===== src/rtl/tcw_pkg.sv =====
`default_nettype none

package tcw_pkg;

   // Operation carried by each input item.
   typedef enum logic [1:0] {
      MODE_PUT       = 2'd0,
      MODE_CLEAR     = 2'd1,
      MODE_BACKSPACE = 2'd2,
      MODE_READ      = 2'd3
   } tcw_mode_type;

   typedef struct packed {
      tcw_mode_type mode;
      logic [7:0]   char_code;
      logic [7:0]   color;
      logic [4:0]   min_row;
      logic [10:0]  cell_index;
   } tcw_req_type;

   typedef struct packed {
      logic [15:0] cell_data;
      logic [10:0] cursor_pos;
   } tcw_rsp_type;

   // A space with light grey on black.
   localparam logic [15:0] BLANK_CELL = 16'h0720;
   localparam logic [7:0]  CH_NEWLINE = 8'd10;
   localparam logic [7:0]  CH_RETURN  = 8'd13;

   typedef enum logic [2:0] {
      ST_INIT_FILL,
      ST_IDLE,
      ST_EXEC,
      ST_COPY,
      ST_FILL,
      ST_FINISH
   } tcw_state_type;

   // Commands from the controller to the datapath.
   typedef struct packed {
      logic load_item;
      logic exec;
      logic copy;
      logic fill;
      logic cnt_clear;
      logic emit;
   } tcw_cmd_type;

   // Status from the datapath to the controller.
   typedef struct packed {
      logic out_free;
      logic mode_clear;
      logic scroll;
      logic copy_last;
      logic fill_last;
   } tcw_status_type;

endpackage

`default_nettype wire


===== src/rtl/tcw_ctrl.sv =====
`default_nettype none

module tcw_ctrl (
   input  wire logic                 clock,
   input  wire logic                 reset,
   input  wire logic                 req_valid,
   output logic                      req_stall,
   input  wire tcw_pkg::tcw_status_type status,
   output tcw_pkg::tcw_cmd_type      cmd
);

   tcw_pkg::tcw_state_type state_ff, state_in;

   always_ff @(posedge clock) begin
      if (reset) begin
         state_ff <= tcw_pkg::ST_INIT_FILL;
      end else begin
         state_ff <= state_in;
      end
   end

   always_comb begin
      state_in  = state_ff;
      cmd       = '0;
      req_stall = 1'b1;
      unique case (state_ff)
         tcw_pkg::ST_INIT_FILL: begin
            cmd.fill = 1'b1;
            if (status.fill_last) begin
               state_in = tcw_pkg::ST_IDLE;
            end
         end
         tcw_pkg::ST_IDLE: begin
            req_stall = 1'b0;
            if (req_valid) begin
               cmd.load_item = 1'b1;
               state_in      = tcw_pkg::ST_EXEC;
            end
         end
         tcw_pkg::ST_EXEC: begin
            // Nothing is committed until the result register can take the item.
            if (status.out_free) begin
               cmd.exec = 1'b1;
               priority if (status.mode_clear) begin
                  cmd.cnt_clear = 1'b1;
                  state_in      = tcw_pkg::ST_FILL;
               end else if (status.scroll) begin
                  cmd.cnt_clear = 1'b1;
                  state_in      = tcw_pkg::ST_COPY;
               end else begin
                  cmd.emit = 1'b1;
                  state_in = tcw_pkg::ST_IDLE;
               end
            end
         end
         tcw_pkg::ST_COPY: begin
            cmd.copy = 1'b1;
            if (status.copy_last) begin
               state_in = tcw_pkg::ST_FILL;
            end
         end
         tcw_pkg::ST_FILL: begin
            cmd.fill = 1'b1;
            if (status.fill_last) begin
               state_in = tcw_pkg::ST_FINISH;
            end
         end
         tcw_pkg::ST_FINISH: begin
            if (status.out_free) begin
               cmd.emit = 1'b1;
               state_in = tcw_pkg::ST_IDLE;
            end
         end
         default: begin
            state_in = tcw_pkg::ST_IDLE;
         end
      endcase
   end

endmodule

`default_nettype wire


===== config.mk =====
export PLATFORM = sky130hd
export DESIGN_NAME = tcw_ctrl
export DESIGN_NICKNAME = d
export VERILOG_FILES = /design/src/rtl/tcw_pkg.sv /design/src/rtl/tcw_ctrl.sv
export SDC_FILE = /design/constraint.sdc
export NUM_CORES = 1
export LEC_CHECK = 0
export ABC_AREA = 1
export BUFFER_PORTS_ARGS = -buffer_cell sky130_fd_sc_hd__buf_2
export CORE_AREA = 4 4 41 43
export DETAILED_ROUTE_END_ITERATION = 12
export DIE_AREA = 0 0 45 47
export GPL_ROUTABILITY_DRIVEN = 1
export SLEW_MARGIN = 20
export SYNTH_ARGS = -nofsm -noshare
export SYNTH_HDL_FRONTEND = slang
export SYNTH_SLANG_ARGS = --single-unit
export TNS_END_PERCENT = 50

===== constraint.sdc =====
create_clock -name clock -period 2 [get_ports clock]
set_input_delay 0.4 -clock clock [delete_from_list [all_inputs] [get_ports clock]]
set_output_delay 0.4 -clock clock [all_outputs]
set_load 0.01 [all_outputs]

# [Word-level counts from Yosys, hierarchy flattened]
# Cells that the tools add are included.
[totals] ff_bits=3 inputBits=8 output_inout_bits=7 word_cells=38
[classes] n_eq_ne=11 muxes=23 reduce_logical=3
[op_table] operator="3-bit 2-to-1 mux" n=7
[op_table] operator="3-bit case mux with 6 select lines" n=1
[op_table] operator="1-bit 2-to-1 mux" n=12
[op_table] operator="2-bit != test, second input constant" n=6
[op_table] operator="3-bit by 2-bit == test with 1-bit output, second input constant" n=2
[op_table] operator="3-bit == test, second input constant" n=2
[op_table] operator="6-bit AND reduction" n=1
[op_table] operator="2-bit 2-to-1 mux" n=2
[op_table] operator="3-bit by 1-bit == test with 1-bit output, second input constant" n=1
[op_table] operator="3-bit logical NOT" n=1
[op_table] operator="1-bit case mux with 2 select lines" n=1
[op_table] operator="2-bit OR reduction" n=1

# [Longest topological paths before layout]
[depth] ltp_word=4 ltp_mapped=8 mapped_depth_nobuf=8

# [Worst setup path before layout]
# OpenSTA, ideal clock, no wires.
[synth_timing] path_type="register to output" from="reg state_ff[0]" to="out cmd[0] (netlist name)" arrival_time_ns=0.914 required_ns=1.600 path_slack_ns=0.686 stages_incl_launch_ff=6 n_path_buf=0 cell_sequence="dfxtp_1 -> inv_2 -> nand3_2 -> nor2_1 -> nand2_1 -> o21ai_1"
[synth_lines] item="start, declared" line="tcw_ctrl.sv:12" rtl="tcw_pkg::tcw_state_type state_ff, state_in;"
[synth_lines] item="start signal, assigned" line="tcw_ctrl.sv:16" rtl="state_ff <= tcw_pkg::ST_INIT_FILL;"
[synth_lines] item="start signal, assigned" line="tcw_ctrl.sv:18" rtl="state_ff <= state_in;"
[synth_lines] item="end, declared" line="tcw_ctrl.sv:9" rtl="output tcw_pkg::tcw_cmd_type cmd"

==> impl_metrics.json <==
{
  "cts_sinks": 3,
  "largest_registers": "state_ff (3)",
  "busiest_layer": "met2",
  "period_share_pct": 78.7,
  "fillCellCount": 166,
  "synth.largest_area_cell": "dfxtp_1",
  "synth_area_leaders": "dfxtp_1, nand2_1, nor2_1",
  "met2_usage_pct": 12.1,
  "drt_iter0_drc": 3,
  "status": "finished, final reports clean",
  "numCtsBuffers": 3,
  "grt.met3_usage_pct": 1.53,
  "route.detailed.drc": 0,
  "vias": 332,
  "p_leak_nw": 0.232,
  "post_cts_resized": 0,
  "wirelength_um": 650,
  "dp_hpwl_um": 549,
  "seq_area_frac_synth_pct": 20.3,
  "p_sw_mw": 0.307,
  "synth_area_um2": 297,
  "required_ns": 1.60,
  "routed_via_density": 4.10,
  "io_pins": 15,
  "setup_tns_ns": 0,
  "grt_pass1_vias": 312,
  "drive_gt1_share_pct": 45.5,
  "cts_hold_buf": 0,
  "critPathMaxFanout": 4,
  "swShare_pct": 49.3,
  "post_cts_buffers": 0,
  "end_kind": "primary output",
  "core_mm2": 0.00130,
  "report.final.hold_viol_count": 0,
  "clockBufferDepth": 2,
  "finalCriticalPeriod_ns": 1.57,
  "synthCells": 48,
  "p_seq_share_pct": 19.6,
  "antenna_found_initial": 0,
  "clock.fmax_mhz": 635,
  "grt_first_pass_wirelength_mm": 1.15,
  "track_usage_pct": 7.82,
  "h-tree-depth": 1,
  "die_h_um": 47,
  "critPathLaunchType": "register",
  "relSlewSlack_pct": 87.3,
  "dr.pass1.iters": 2,
  "synth.yosys.warnings": 0,
  "grtUsageMet1_pct": 8.41,
  "power_frac_comb_pct": 63.8,
  "synth_seq_cells": 3,
  "crit_type": "register to primary output",
  "clk-insertion-delay-late_ns": 0.23,
  "cts_root_buf": "clkbuf_4",
  "intPower_mw": 0.316,
  "syn_avg_cell_area_um2": 6.18,
  "antenna_cells": 0,
  "ir_drop_mv": 0.567,
  "setup_viol": 0,
  "cts_tree": "yes",
  "fin_nets": 75,
  "finalPower_mw": 0.623,
  "wire_per_inst_um": 8.02,
  "largest_register": "state_ff",
  "rsz0062_at_grt": "no",
  "rows": 13,
  "hold_slack_ns": 0.443,
  "area_growth_pct": 38.8,
  "yosysTopAreaCellShare_pct": 20.3,
  "yosysUniqueCellTypes": 17,
  "synth_nets": 56,
  "critPathArrivalTime_ns": 1.17,
  "clock_skew_ns": 0.000759,
  "clk_pin_slew_ns": 0.04,
  "maxCapViolCount": 0,
  "p_clk_share_pct": 16.6,
  "die_area_mm2": 0.00212,
  "grt_max_degree": 7,
  "gp_congestion": 0.718,
  "hold_class": "input pin to register",
  "portBuffers": 14,
  "power_per_cell_area_mw_per_mm2": 1510,
  "postRouteAntennaNets": 0,
  "finalMaxSlewViolations": 0,
  "start_util_pct": 22.8,
  "worst_pin_slew_ns": 0.189,
  "die_w_um": 45,
  "largest_reg_flops": 3,
  "grt.overflow.total": 0
}
## layer usage
layer	wire (um)	up-vias
li1	-	181
met1	282	142
met2	326	7
met3	36	2
met4	5	0
met5	0	-
## cells by family (layout without fill, tap and decap cells)
family                 after synthesis  count (layout)  share of synthesized area (%)
AND/OR/NAND/NOR                     33              33                           59.9
buffers and inverters                9              27                           13.9
AO/OA/AOI/OAI                        3               3                           5.90
flip-flops                           3               3                           20.3
## Yosys cell counts
cell type,number
dfxtp_1,3
inv_1,5
inv_2,3
inv_8,1
nand2_1,11
nand2_2,1
nand3_1,3
nand3_2,2
nand3_4,1
nor2_1,9
nor2_2,3
nor2_4,1
nor3_1,1
o211ai_1,1
o21ai_0,1
o21ai_1,1
or2_4,1
## worst max-delay path: stages (launching register included)
cell and delay, ns:
dfxtp_1 0.34, inv_2 0.10, nand3_2 0.11, nor2_1 0.13, nand2_1 0.07, o21ai_1 0.06
buf_2 0.14
## cells in the final DEF (no fill, tap or decap)
cell type	n
nand3_2	2
nand2_1	11
nor3_1	1
buf_2	14
dfxtp_1	3
nor2_4	1
o211ai_1	1
nor2_1	9
inv_8	1
o21ai_1	1
nand3_4	1
clkbuf_1	1
o21ai_0	1
or2_4	1
inv_1	5
inv_2	3
nand2_2	1
nand3_1	3
clkbuf_4	3
nor2_2	3
## area by class of cell
cell class | count | area [um^2] | area share (%)
flip-flops and latches | 3 | 60.1 | 14.6
repair buffers | 14 | 70.1 | 17.0
inverters | 9 | 41.3 | 10.0
well taps | 15 | 18.8 | 4.56
multi-input cells | 36 | 195 | 47.4
clock buffers | 4 | 26.3 | 6.38
## power by group through the flow
stage | clock (mW) | combinational (mW) | sequential (mW)
floorplan | 0 | 0.309 | 0.117
global placement | 0 | 0.399 | 0.121
detailed placement | 0 | 0.400 | 0.122
CTS | 0.111 | 0.404 | 0.121
global route | 0.113 | 0.459 | 0.127
finish | 0.104 | 0.398 | 0.122
## worst paths after layout
path,slack (ns),startpoint,depth (start not counted),end
max,0.43,state_ff[0],6,cmd[0]
min,0.44,reset,4,state_ff[1]
max reg2reg,0.81,state_ff[2],7,state_ff[0]
min reg2reg,0.63,state_ff[2],4,state_ff[2]
## through the flow
step / cells / setup WS [ns] / utilization (%) / instance area (um^2)
detailed placement: 77 / 0.638 / 29.6 / 385
global placement: 77 / 0.672 / 29.6 / 385
CTS: 81 / 0.414 / 31.6 / 412
global route: 81 / 0.335 / 31.6 / 412
floorplan: 48 / 0.686 / - / 297
finish: 81 / 0.426 / 31.6 / 412
Power figures use the tool's default switching activity.
